`config.mk`:
```
export PLATFORM = sky130hd
export DESIGN_NAME = fnv1a64_field_hash_with_mix_core_flat
export DESIGN_NICKNAME = d
export VERILOG_FILES = /design/src/design/fnvmix_pkg.sv /design/src/design/fnvmix_if.sv /design/src/design/fnv1a64_field_hash_with_mix_core.sv /design/src/design/fnvmix_mul.sv /design/src/flat_wrapper.sv
export SDC_FILE = /design/constraint.sdc
export NUM_CORES = 2
export LEC_CHECK = 0
export BUFFER_PORTS_ARGS = -buffer_cell sky130_fd_sc_hd__buf_4
export CAP_MARGIN = 20
export CORE_MARGIN = 2
export CORE_UTILIZATION = 35
export CTS_CLUSTER_SIZE = 12
export DETAILED_ROUTE_END_ITERATION = 10
export PLACE_DENSITY = 0.58
export SETUP_SLACK_MARGIN = 0.02
export SLEW_MARGIN = 10
export SYNTH_ARGS = -nofsm -noshare
export SYNTH_HDL_FRONTEND = slang
export SYNTH_SLANG_ARGS = --single-unit
```
`constraint.sdc`:
```
create_clock -name clk -period 12.63 [get_ports clk]
set_input_delay 2.526 -clock clk [delete_from_list [all_inputs] [get_ports clk]]
set_output_delay 2.526 -clock clk [all_outputs]
set_load 0.005 [all_outputs]
```
`src/design/fnvmix_pkg.sv`:
```
package fnvmix_pkg;

  localparam int unsigned HASH_W = 64;
  localparam int unsigned HALF_W = 32;
  localparam int unsigned BYTE_W = 8;
  localparam int unsigned LEN_W  = 32;
  localparam int unsigned OP_W   = 2;

  localparam logic [HASH_W-1:0] FNV_OFFSET = 64'hcbf29ce484222325;
  localparam logic [HASH_W-1:0] FNV_PRIME  = 64'h00000100000001b3;
  localparam logic [HASH_W-1:0] MIX_MUL_A  = 64'hbf58476d1ce4e5b9;
  localparam logic [HASH_W-1:0] MIX_MUL_B  = 64'h94d049bb133111eb;

  localparam logic [OP_W-1:0] OP_DATA   = 2'd0;
  localparam logic [OP_W-1:0] OP_HEADER = 2'd1;
  localparam logic [OP_W-1:0] OP_END    = 2'd2;

  // index of the last length byte of a header
  localparam logic [2:0] LEN_LAST_IDX = 3'd7;

  typedef struct packed {
    logic              start;
    logic [HASH_W-1:0] a;
    logic [HASH_W-1:0] b;
  } mul_req_t;

endpackage

```
`src/design/fnvmix_if.sv`:
```
interface fnvmix_in_if;
  logic                             valid;
  logic                             ready;
  logic [fnvmix_pkg::OP_W-1:0]      operation;
  logic [fnvmix_pkg::BYTE_W-1:0]    data_byte;
  logic [fnvmix_pkg::LEN_W-1:0]     field_length;

  modport source (output valid, operation, data_byte, field_length, input ready);
  modport sink   (input valid, operation, data_byte, field_length, output ready);
endinterface

interface fnvmix_out_if;
  logic                             valid;
  logic                             ready;
  logic [fnvmix_pkg::HASH_W-1:0]    hash_value;

  modport source (output valid, hash_value, input ready);
  modport sink   (input valid, hash_value, output ready);
endinterface

```
`src/design/fnv1a64_field_hash_with_mix_core.sv`:
```
// Data byte: one multiply per transaction.
// Field header: eight chained multiplies per transaction.
// End of message: two multiplies plus xorshifts; the result goes through res_r into the output
// register, later while the output register is still held.
// Every multiply runs on the shared 32x32 multiplier.
// Synchronous active-low reset clears control and loads the FNV offset basis.
module fnv1a64_field_hash_with_mix_core (
  input logic          clk,
  input logic          rst_n,
  fnvmix_in_if.sink    in_if,
  fnvmix_out_if.source out_if
);
  import fnvmix_pkg::*;

  typedef enum logic [1:0] {S_IDLE, S_MUL, S_EMIT} state_t;

  state_t             state_r, state_nxt;
  logic [OP_W-1:0]    op_r, op_nxt;
  logic               fin_r, fin_nxt;
  logic [2:0]         idx_r, idx_nxt;
  logic [LEN_W-1:0]   len_r, len_nxt;
  logic [HASH_W-1:0]  hash_r, hash_nxt;
  logic [HASH_W-1:0]  res_r, res_nxt;
  logic               out_valid_r, out_valid_nxt;
  logic [HASH_W-1:0]  out_hash_r, out_hash_nxt;

  mul_req_t           mreq;
  logic               mdone;
  logic [HASH_W-1:0]  mprod;

  logic [2:0]         idx_inc;
  logic [HASH_W-1:0]  len64;
  logic [BYTE_W-1:0]  len_byte_nxt;

  fnvmix_mul u_mul (
    .clk  (clk),
    .rst_n(rst_n),
    .req  (mreq),
    .done (mdone),
    .prod (mprod)
  );

  assign idx_inc      = idx_r + 3'd1;
  assign len64        = {{(HASH_W-LEN_W){1'b0}}, len_r};
  assign len_byte_nxt = len64[{idx_inc, 3'b000} +: BYTE_W];

  assign in_if.ready       = (state_r == S_IDLE);
  assign out_if.valid      = out_valid_r;
  assign out_if.hash_value = out_hash_r;

  always_comb begin
    state_nxt     = state_r;
    op_nxt        = op_r;
    fin_nxt       = fin_r;
    idx_nxt       = idx_r;
    len_nxt       = len_r;
    hash_nxt      = hash_r;
    res_nxt       = res_r;
    out_valid_nxt = out_valid_r & ~out_if.ready;
    out_hash_nxt  = out_hash_r;
    mreq.start    = 1'b0;
    mreq.a        = hash_r;
    mreq.b        = FNV_PRIME;

    case (state_r)
      S_IDLE: begin
        if (in_if.valid) begin
          op_nxt = in_if.operation;
          case (in_if.operation)
            OP_DATA: begin
              mreq.start = 1'b1;
              mreq.a     = hash_r ^ {{(HASH_W-BYTE_W){1'b0}}, in_if.data_byte};
              state_nxt  = S_MUL;
            end
            OP_HEADER: begin
              len_nxt    = in_if.field_length;
              idx_nxt    = 3'd0;
              mreq.start = 1'b1;
              mreq.a     = hash_r ^ {{(HASH_W-BYTE_W){1'b0}},
                                     in_if.field_length[BYTE_W-1:0]};
              state_nxt  = S_MUL;
            end
            OP_END: begin
              fin_nxt    = 1'b0;
              mreq.start = 1'b1;
              mreq.a     = hash_r ^ (hash_r >> 30);
              mreq.b     = MIX_MUL_A;
              state_nxt  = S_MUL;
            end
            default: ; // unused code: transaction taken, no effect
          endcase
        end
      end
      S_MUL: begin
        if (mdone) begin
          case (op_r)
            OP_DATA: begin
              hash_nxt  = mprod;
              state_nxt = S_IDLE;
            end
            OP_HEADER: begin
              hash_nxt = mprod;
              if (idx_r == LEN_LAST_IDX) begin
                idx_nxt   = 3'd0;
                state_nxt = S_IDLE;
              end else begin
                idx_nxt    = idx_inc;
                mreq.start = 1'b1;
                mreq.a     = mprod ^ {{(HASH_W-BYTE_W){1'b0}}, len_byte_nxt};
              end
            end
            OP_END: begin
              if (!fin_r) begin
                fin_nxt    = 1'b1;
                mreq.start = 1'b1;
                mreq.a     = mprod ^ (mprod >> 27);
                mreq.b     = MIX_MUL_B;
              end else begin
                res_nxt   = mprod ^ (mprod >> 31);
                hash_nxt  = FNV_OFFSET;
                state_nxt = S_EMIT;
              end
            end
            default: state_nxt = S_IDLE;
          endcase
        end
      end
      S_EMIT: begin
        if (!out_valid_r || out_if.ready) begin
          out_valid_nxt = 1'b1;
          out_hash_nxt  = res_r;
          state_nxt     = S_IDLE;
        end
      end
      default: state_nxt = S_IDLE;
    endcase
  end

  always_ff @(posedge clk) begin
    if (!rst_n) begin
      state_r     <= S_IDLE;
      op_r        <= OP_DATA;
      fin_r       <= 1'b0;
      idx_r       <= 3'd0;
      hash_r      <= FNV_OFFSET;
      out_valid_r <= 1'b0;
    end else begin
      state_r     <= state_nxt;
      op_r        <= op_nxt;
      fin_r       <= fin_nxt;
      idx_r       <= idx_nxt;
      hash_r      <= hash_nxt;
      out_valid_r <= out_valid_nxt;
    end
    len_r      <= len_nxt;
    res_r      <= res_nxt;
    out_hash_r <= out_hash_nxt;
  end

endmodule

```
`src/design/fnvmix_mul.sv`:
```
// 64x64 -> low 64 bits, built from three 32x32 partial products on one multiplier.
module fnvmix_mul (
  input  logic                          clk,
  input  logic                          rst_n,
  input  fnvmix_pkg::mul_req_t          req,
  output logic                          done,
  output logic [fnvmix_pkg::HASH_W-1:0] prod
);
  import fnvmix_pkg::*;

  typedef enum logic [2:0] {M_IDLE, M_P0, M_P1, M_P2, M_ACC} mstate_t;

  mstate_t               mst_r, mst_nxt;
  logic [HASH_W-1:0]     a_r, a_nxt;
  logic [HASH_W-1:0]     b_r, b_nxt;
  logic [HASH_W-1:0]     p_r, p_nxt;
  logic [HASH_W-1:0]     acc_r, acc_nxt;
  logic                  done_r, done_nxt;
  logic [HALF_W-1:0]     op_a;
  logic [HALF_W-1:0]     op_b;

  // operand select for the shared multiplier
  always_comb begin
    op_a = a_r[HALF_W-1:0];
    op_b = b_r[HALF_W-1:0];
    case (mst_r)
      M_P1:    op_a = a_r[HASH_W-1:HALF_W];
      M_P2:    op_b = b_r[HASH_W-1:HALF_W];
      default: ;
    endcase
  end

  always_comb begin
    mst_nxt  = mst_r;
    a_nxt    = a_r;
    b_nxt    = b_r;
    p_nxt    = p_r;
    acc_nxt  = acc_r;
    done_nxt = 1'b0;
    case (mst_r)
      M_IDLE: begin
        if (req.start) begin
          a_nxt   = req.a;
          b_nxt   = req.b;
          mst_nxt = M_P0;
        end
      end
      M_P0: begin
        p_nxt   = HASH_W'(op_a) * HASH_W'(op_b);
        mst_nxt = M_P1;
      end
      M_P1: begin
        p_nxt   = HASH_W'(op_a) * HASH_W'(op_b);
        acc_nxt = p_r;
        mst_nxt = M_P2;
      end
      M_P2: begin
        p_nxt   = HASH_W'(op_a) * HASH_W'(op_b);
        // cross terms only reach the upper half
        acc_nxt = {acc_r[HASH_W-1:HALF_W] + p_r[HALF_W-1:0], acc_r[HALF_W-1:0]};
        mst_nxt = M_ACC;
      end
      M_ACC: begin
        acc_nxt  = {acc_r[HASH_W-1:HALF_W] + p_r[HALF_W-1:0], acc_r[HALF_W-1:0]};
        done_nxt = 1'b1;
        mst_nxt  = M_IDLE;
      end
      default: mst_nxt = M_IDLE;
    endcase
  end

  always_ff @(posedge clk) begin
    if (!rst_n) begin
      mst_r  <= M_IDLE;
      done_r <= 1'b0;
    end else begin
      mst_r  <= mst_nxt;
      done_r <= done_nxt;
    end
    a_r   <= a_nxt;
    b_r   <= b_nxt;
    p_r   <= p_nxt;
    acc_r <= acc_nxt;
  end

  assign done = done_r;
  assign prod = acc_r;

endmodule
```
`src/flat_wrapper.sv`:
```
// flat-port wrapper written by rule: the top's interface ports become plain ports
module fnv1a64_field_hash_with_mix_core_flat import fnvmix_pkg::*;
  (clk, rst_n, in_if_valid, in_if_operation, in_if_data_byte, in_if_field_length, in_if_ready, out_if_valid, out_if_hash_value, out_if_ready);
  fnvmix_in_if in_if_i ();
  fnvmix_out_if out_if_i ();
  input logic clk;
  input logic rst_n;
  input wire logic [$bits(in_if_i.valid)-1:0] in_if_valid;
  input wire logic [$bits(in_if_i.operation)-1:0] in_if_operation;
  input wire logic [$bits(in_if_i.data_byte)-1:0] in_if_data_byte;
  input wire logic [$bits(in_if_i.field_length)-1:0] in_if_field_length;
  output wire logic [$bits(in_if_i.ready)-1:0] in_if_ready;
  output wire logic [$bits(out_if_i.valid)-1:0] out_if_valid;
  output wire logic [$bits(out_if_i.hash_value)-1:0] out_if_hash_value;
  input wire logic [$bits(out_if_i.ready)-1:0] out_if_ready;
  assign in_if_i.valid = in_if_valid;
  assign in_if_i.operation = in_if_operation;
  assign in_if_i.data_byte = in_if_data_byte;
  assign in_if_i.field_length = in_if_field_length;
  assign in_if_ready = in_if_i.ready;
  assign out_if_valid = out_if_i.valid;
  assign out_if_hash_value = out_if_i.hash_value;
  assign out_if_i.ready = out_if_ready;
  fnv1a64_field_hash_with_mix_core u_core (.clk(clk), .rst_n(rst_n), .in_if(in_if_i), .out_if(out_if_i));
endmodule
```
; After elaboration in Yosys (flattened, before gate mapping)
; Index checks and enable logic that the tools add are counted.
[op_classes]
n_reduce_logical = 23
addsub = 2
muxes = 38
mul = 1
eq_ne = 23
n_bitwise = 9
n_shift = 1
[op_table]
columns = op, n
row1 = 2-to-1 mux 129 bit, 3
row2 = one-hot mux 129 bit (2 select lines), 1
row3 = one-hot mux 64 bit (2 select lines), 2
row4 = one-hot mux 65 bit (3 select lines), 1
row5 = 2-to-1 mux 64 bit, 3
row6 = XOR 64 x 8 -> 64 bit, 3
row7 = one-hot mux 65 bit (2 select lines), 1
row8 = 2-to-1 mux 65 bit, 1
row9 = multiplier 32 x 32 -> 64 bit, 1
row10 = 2-to-1 mux 32 bit, 2
row11 = indexed part select 64 x 7 -> 8 bit, 1
row12 = XOR 64 x 33 -> 64 bit, 1
row13 = XOR 64 x 34 -> 64 bit, 1
row14 = XOR 64 x 37 -> 64 bit, 1
row15 = adder 32 bit, 1
row16 = 2-to-1 mux 3 bit, 6
row17 = != test 2 x 1 -> 1 bit (second input constant), 7
row18 = 2-to-1 mux 2 bit, 6
row19 = one-hot mux 3 bit (4 select lines), 1
row20 = AND reduction 5 bit, 2
row21 = AND reduction 2 bit, 4
row22 = AND reduction 4 bit, 2
row23 = 2-to-1 mux 1 bit, 7
row24 = equality test 2 x 1 -> 1 bit (second input constant), 3
row25 = 22 further kinds, 36
[totals]
ff_bits = 493
input_bits = 46
word_cells = 113

; Logic depth before layout (Yosys ltp)
[logic_depth]
word_depth = 9
depth_mapped = 36
ltp_nobuf = 34

; Modules after synthesis
; Synthesis repeated with hierarchy kept, for this count alone.
[hier_totals]
cells_unflattened = 5280
hier_area_um2 = 53436.2
[modules_own_cells]
columns = module, n_inst, area_per_inst_um2, cells_each
row1 = fnvmix_mul, 1, 42613.4, 4313
row2 = fnv1a64_field_hash_with_mix_core, 1, 10822.9, 967

; Least setup slack after synthesis
; Ideal clock, no wire load.
[synth_path]
path_type = input to register
from = input port in_if_operation[0]
to = register u_core.u_mul.a_r[0] (enable)
t_arrival_ns = 9.641
setup_ns = 0.666
path_stages = 4
slack_ns = 2.323
cell_sequence = buf_1 -> a21oi_1 -> a21oi_1 -> nor4_1
[synth_between]
elab_chain_cells = 5
word_cells_on_any_way = 7
cone_classes = eq/ne: 2 / mux: 3 / reduce/logical: 2
[synth_rtl]
columns = item, line
row1 = "start, declared", flat_wrapper.sv:9  ; input wire logic [$bits(in_if_i.operation)-1:0] in_if_operation;
row2 = "equality test 2 bit, or another cell as far along", fnv1a64_field_hash_with_mix_core.sv:69  ; case (in_if.operation)
row3 = one-hot mux 65 bit (3 select lines) *, fnv1a64_field_hash_with_mix_core.sv:69
row4 = 2-to-1 mux 129 bit *, fnv1a64_field_hash_with_mix_core.sv:67  ; if (in_if.valid) begin
row5 = one-hot mux 129 bit (2 select lines) *, fnv1a64_field_hash_with_mix_core.sv:65  ; case (state_r)
row6 = AND reduction 2 bit (no source line) *, --
row7 = "end signal, assigned", fnvmix_mul.sv:80  ; a_r <= a_nxt;
row8 = "end, declared", fnvmix_mul.sv:14  ; logic [HASH_W-1:0] a_r, a_nxt;
; Mark *: on every way between the ends. The rest lies on a longest branch, timed or not.
; A chain may end at the register's enable or synchronous reset.

; Worst setup path after layout
[layout_path]
from = register u_core.u_mul.mst_r[2]
to = register u_core.u_mul.p_r[61] (data pin)
[layout_between]
elab_chain_cells = 3
word_cells_on_any_way = 5
cone_classes = mul: 1 / eq/ne: 2 / mux: 2
[layout_rtl]
columns = item, line
row1 = "start, declared", fnvmix_mul.sv:13  ; mstate_t mst_r, mst_nxt;
row2 = "start signal, assigned", fnvmix_mul.sv:77  ; mst_r <= mst_nxt;
row3 = equality test 3 x 2 -> 1 bit, "fnvmix_mul.sv:26, fnvmix_mul.sv:40"
row4 = 2-to-1 mux 32 bit, fnvmix_mul.sv:26  ; case (mst_r)
row5 = multiplier 32 x 32 -> 64 bit *, "fnvmix_mul.sv:49, fnvmix_mul.sv:53, fnvmix_mul.sv:58"
row6 = "end signal, assigned", fnvmix_mul.sv:82  ; p_r <= p_nxt;
row7 = "end, declared", fnvmix_mul.sv:16  ; logic [HASH_W-1:0] p_r, p_nxt;
; Marked as above.

==> results.toml <==
[routing]
drc = 0
routed_via_density = 5.21
dr.pass1.iters = 6
drtIter0Drc = 3710
vias = 35500
drt_wl_total_mm = 168
ant_nets = 0
wire_per_inst_um = 24.7

[cts]
cts.path.max_buffers = 3
cts.sink_count = 434
ctsRootBufferMaster = "clkbuf_16"
cts_buffers = 47
cts_tree = "yes"
insertion_delay_ps = 580
post_cts_buffers = 0
clk_pin_slew_ps = 60
holdBufCountCts = 0
postCtsResizedCells = 0
htreeDepth = 2

[worst_setup_path]
critPathLaunchType = "flop"
critPathMaxFanout = 36
critPathMostFrequentCell = "fa_1"
end_kind = "flop"
crit_required_ps = 12930
crit_family = "adder cells"
crit_slowest_cell = "mux2i_1"
worstPathArrival_ps = 10870
critPathLaunch = "u_core.u_mul.mst_r[2]$_SDFFE_PN0P_"
r2r_start = "u_core.u_mul.mst_r[2]$_SDFFE_PN0P_"
slowest_delay_ps = 920
worstSetupPathType = "reg -> reg"
crit_buf_inv = 4

[layout]
diodes = 0
layout-drive-gt1-share_pct = 6.15
final_nets = 6126
regArea_um2 = 12300
fillers = 13900
area_growth_pct = 9.00
multi_input_area_um2 = 32600

[logic_synthesis]
syn-num-nets = 6093
yosysTopAreaCell = "fa_1"
synth_top_area_share_pct = 33.5
synthDistinctLibCells = 75
yosysSeqAreaShare_pct = 25.0
ys_async_sr_fraction_pct = 0
yosysMostFrequentCell = "inv_1"
ys_warn_count = 0
synth_common_cells = "inv_1, fa_1, nor2_1, nand2_1, ha_1"
synth_area_um2 = 49100
ys_top_cells_by_area = "fa_1, edfxtp_1, ha_1"
ys_dominant_reg_cell = "edfxtp_1"
syn_area_per_cell_um2 = 10.1
synth_edf_count = 357
synth-seq-cells = 434
syn_inst = 4856

[floorplanning]
die_area_um2 = 143000
io_pins = 112
core_area_um2 = 139000
die_x_um = 379
die_h_um = 379
start_util_pct = 35.2
rows = 137

[timing]
period_minus_slack_ps = 10570
hold_viol = 0
finClkSkew_ps = 21.6
slew_headroom_pct = 23.2
setup_viol = 0
tightestPinTransition_ps = 1120
post-route-period-util_pct = 83.7
max_freq_mhz = 94.6
rsz0062_at_grt = "no"
setup_ws_ps = 2060
finalSetupTns_ps = 0
slew_viol_final = 0

[global_route]
antenna_found_initial = 2
grt_overflow_total = 0
grt_start_max_net_pins = 78
first_global_vias = 36600
grt.total_usage_pct = 23.7
grt_first_pass_wirelength_mm = 248

[outcome]
status = "finished clean"

[place]
dp_hpwl_mm = 140
dp_slack_ps = 2000
gp_congestion = 0.982
port_buffers = 111

[flow_run]
max_cap_viol_count = 0

[min_path]
hp-class = "reg -> reg"
worstHoldStart = "u_core.res_r[49]$_DFFE_PP_"
## cell type report
type                    count  share of cell area (%)
repair buffers            161                    2.26
clock buffers              73                    2.57
clock inverters            13                   0.122
inverters                 981                    6.88
multi-input cells        3264                    60.9
flip-flops and latches    434                    22.9
well taps                1876                    4.39
## final timing paths
| path | endpoint | slack, ps | depth (start not counted) |
|---|---|---|---|
| min reg2reg | u_core.out_if.hash_value[49]$_DFFE_PP_ | 420 | 0 |
| max | u_core.u_mul.p_r[61]$_DFFE_PP_ | 2060 | 27 |
| max reg2reg | u_core.u_mul.p_r[61]$_DFFE_PP_ | 2060 | 27 |
| min | u_core.out_if.hash_value[49]$_DFFE_PP_ | 420 | 0 |
## routing by layer
layer | vias up | GRT usage (%) | wire (um)
met4 | 2 | 10.7 | 8990
met3 | 303 | 3.66 | 13100
li1 | 15500 | - | -
met5 | - | 0 | 13
met2 | 1610 | 36.8 | 75600
met1 | 18000 | 32.6 | 70600
## logic make-up (layout without fill, tap and decap cells)
family,count (synthesis),count (layout),synth area share [%]
compound gates,653,653,8.14
xor+xnor,186,186,3.32
fa+ha+maj,1191,1191,42.9
buf+inv,1158,1228,8.88
flops,434,434,25.0
mux,52,52,1.32
simple gates,1182,1182,10.4
## cell usage in the layout (no fill, tap or decap), types with 7 or more instances in the layout
| cell | Yosys | routed |
|---|---|---|
| inv_1 | 978 | 978 |
| fa_1 | 823 | 823 |
| nor2_1 | 483 | 477 |
| nand2_1 | 405 | 404 |
| ha_1 | 368 | 367 |
| edfxtp_1 | 357 | 357 |
| a21oi_1 | 239 | 237 |
| buf_4 | 0 | 161 |
| o21ai_0 | 146 | 146 |
| xor2_1 | 100 | 100 |
| xnor2_1 | 86 | 86 |
| dfxtp_1 | 77 | 77 |
| and3_1 | 52 | 52 |
| nor3_1 | 53 | 52 |
| a21boi_0 | 47 | 47 |
| clkbuf_16 | 0 | 47 |
| a21o_1 | 41 | 41 |
| nand3_1 | 36 | 36 |
| nand3b_1 | 36 | 36 |
| a211oi_1 | 29 | 29 |
| o22ai_1 | 24 | 24 |
| o21bai_1 | 23 | 23 |
| mux2_2 | 22 | 22 |
| mux2i_1 | 22 | 22 |
| and2_1 | 20 | 20 |
| nand4_1 | 20 | 20 |
| nor2b_1 | 22 | 20 |
| nand2b_1 | 18 | 16 |
| clkbuf_1 | 149 | 16 |
| a31oi_1 | 14 | 14 |
| o21a_1 | 14 | 14 |
| o221ai_1 | 11 | 11 |
| clkbuf_8 | 0 | 10 |
| or3_1 | 9 | 8 |
| clkinv_1 | 3 | 8 |
| mux4_2 | 8 | 8 |
| a22oi_1 | 8 | 8 |
| or2_2 | 8 | 7 |
| a21oi_2 | 6 | 7 |
## state kept, by name (all words and copies together) (netlist names)
| register | count |
|---|---|
| u_core.u_mul.a_r | 64 |
| u_core.u_mul.b_r | 5 |
| u_core.u_mul.p_r | 64 |
| u_core.idx_r | 3 |
| u_core.hash_r | 64 |
| u_core.fin_r | 1 |
| u_core.u_mul.done | 1 |
| u_core.u_mul.mst_r | 3 |
| u_core.len_r | 32 |
| u_core.op_r | 2 |
| u_core.out_if.valid | 1 |
| u_core.out_if.hash_value | 64 |
| u_core.res_r | 64 |
| u_core.state_r | 2 |
| u_core.u_mul.prod | 64 |
## through the flow
step	util, %	instances	hold WS (ps)	instance area, um2
6_report	38.4	6802	417	53500
5_1_grt	38.4	6802	415	53500
4_1_cts	38.4	6802	413	53500
3_5_place_dp	37.4	6716	405	52100
3_3_place_gp	37.4	6714	402	52100
2_1_floorplan	-	4856	400	49100
Power is not shown: default switching activity piles up to over one toggle a cycle in this logic, so the estimate is an artifact.
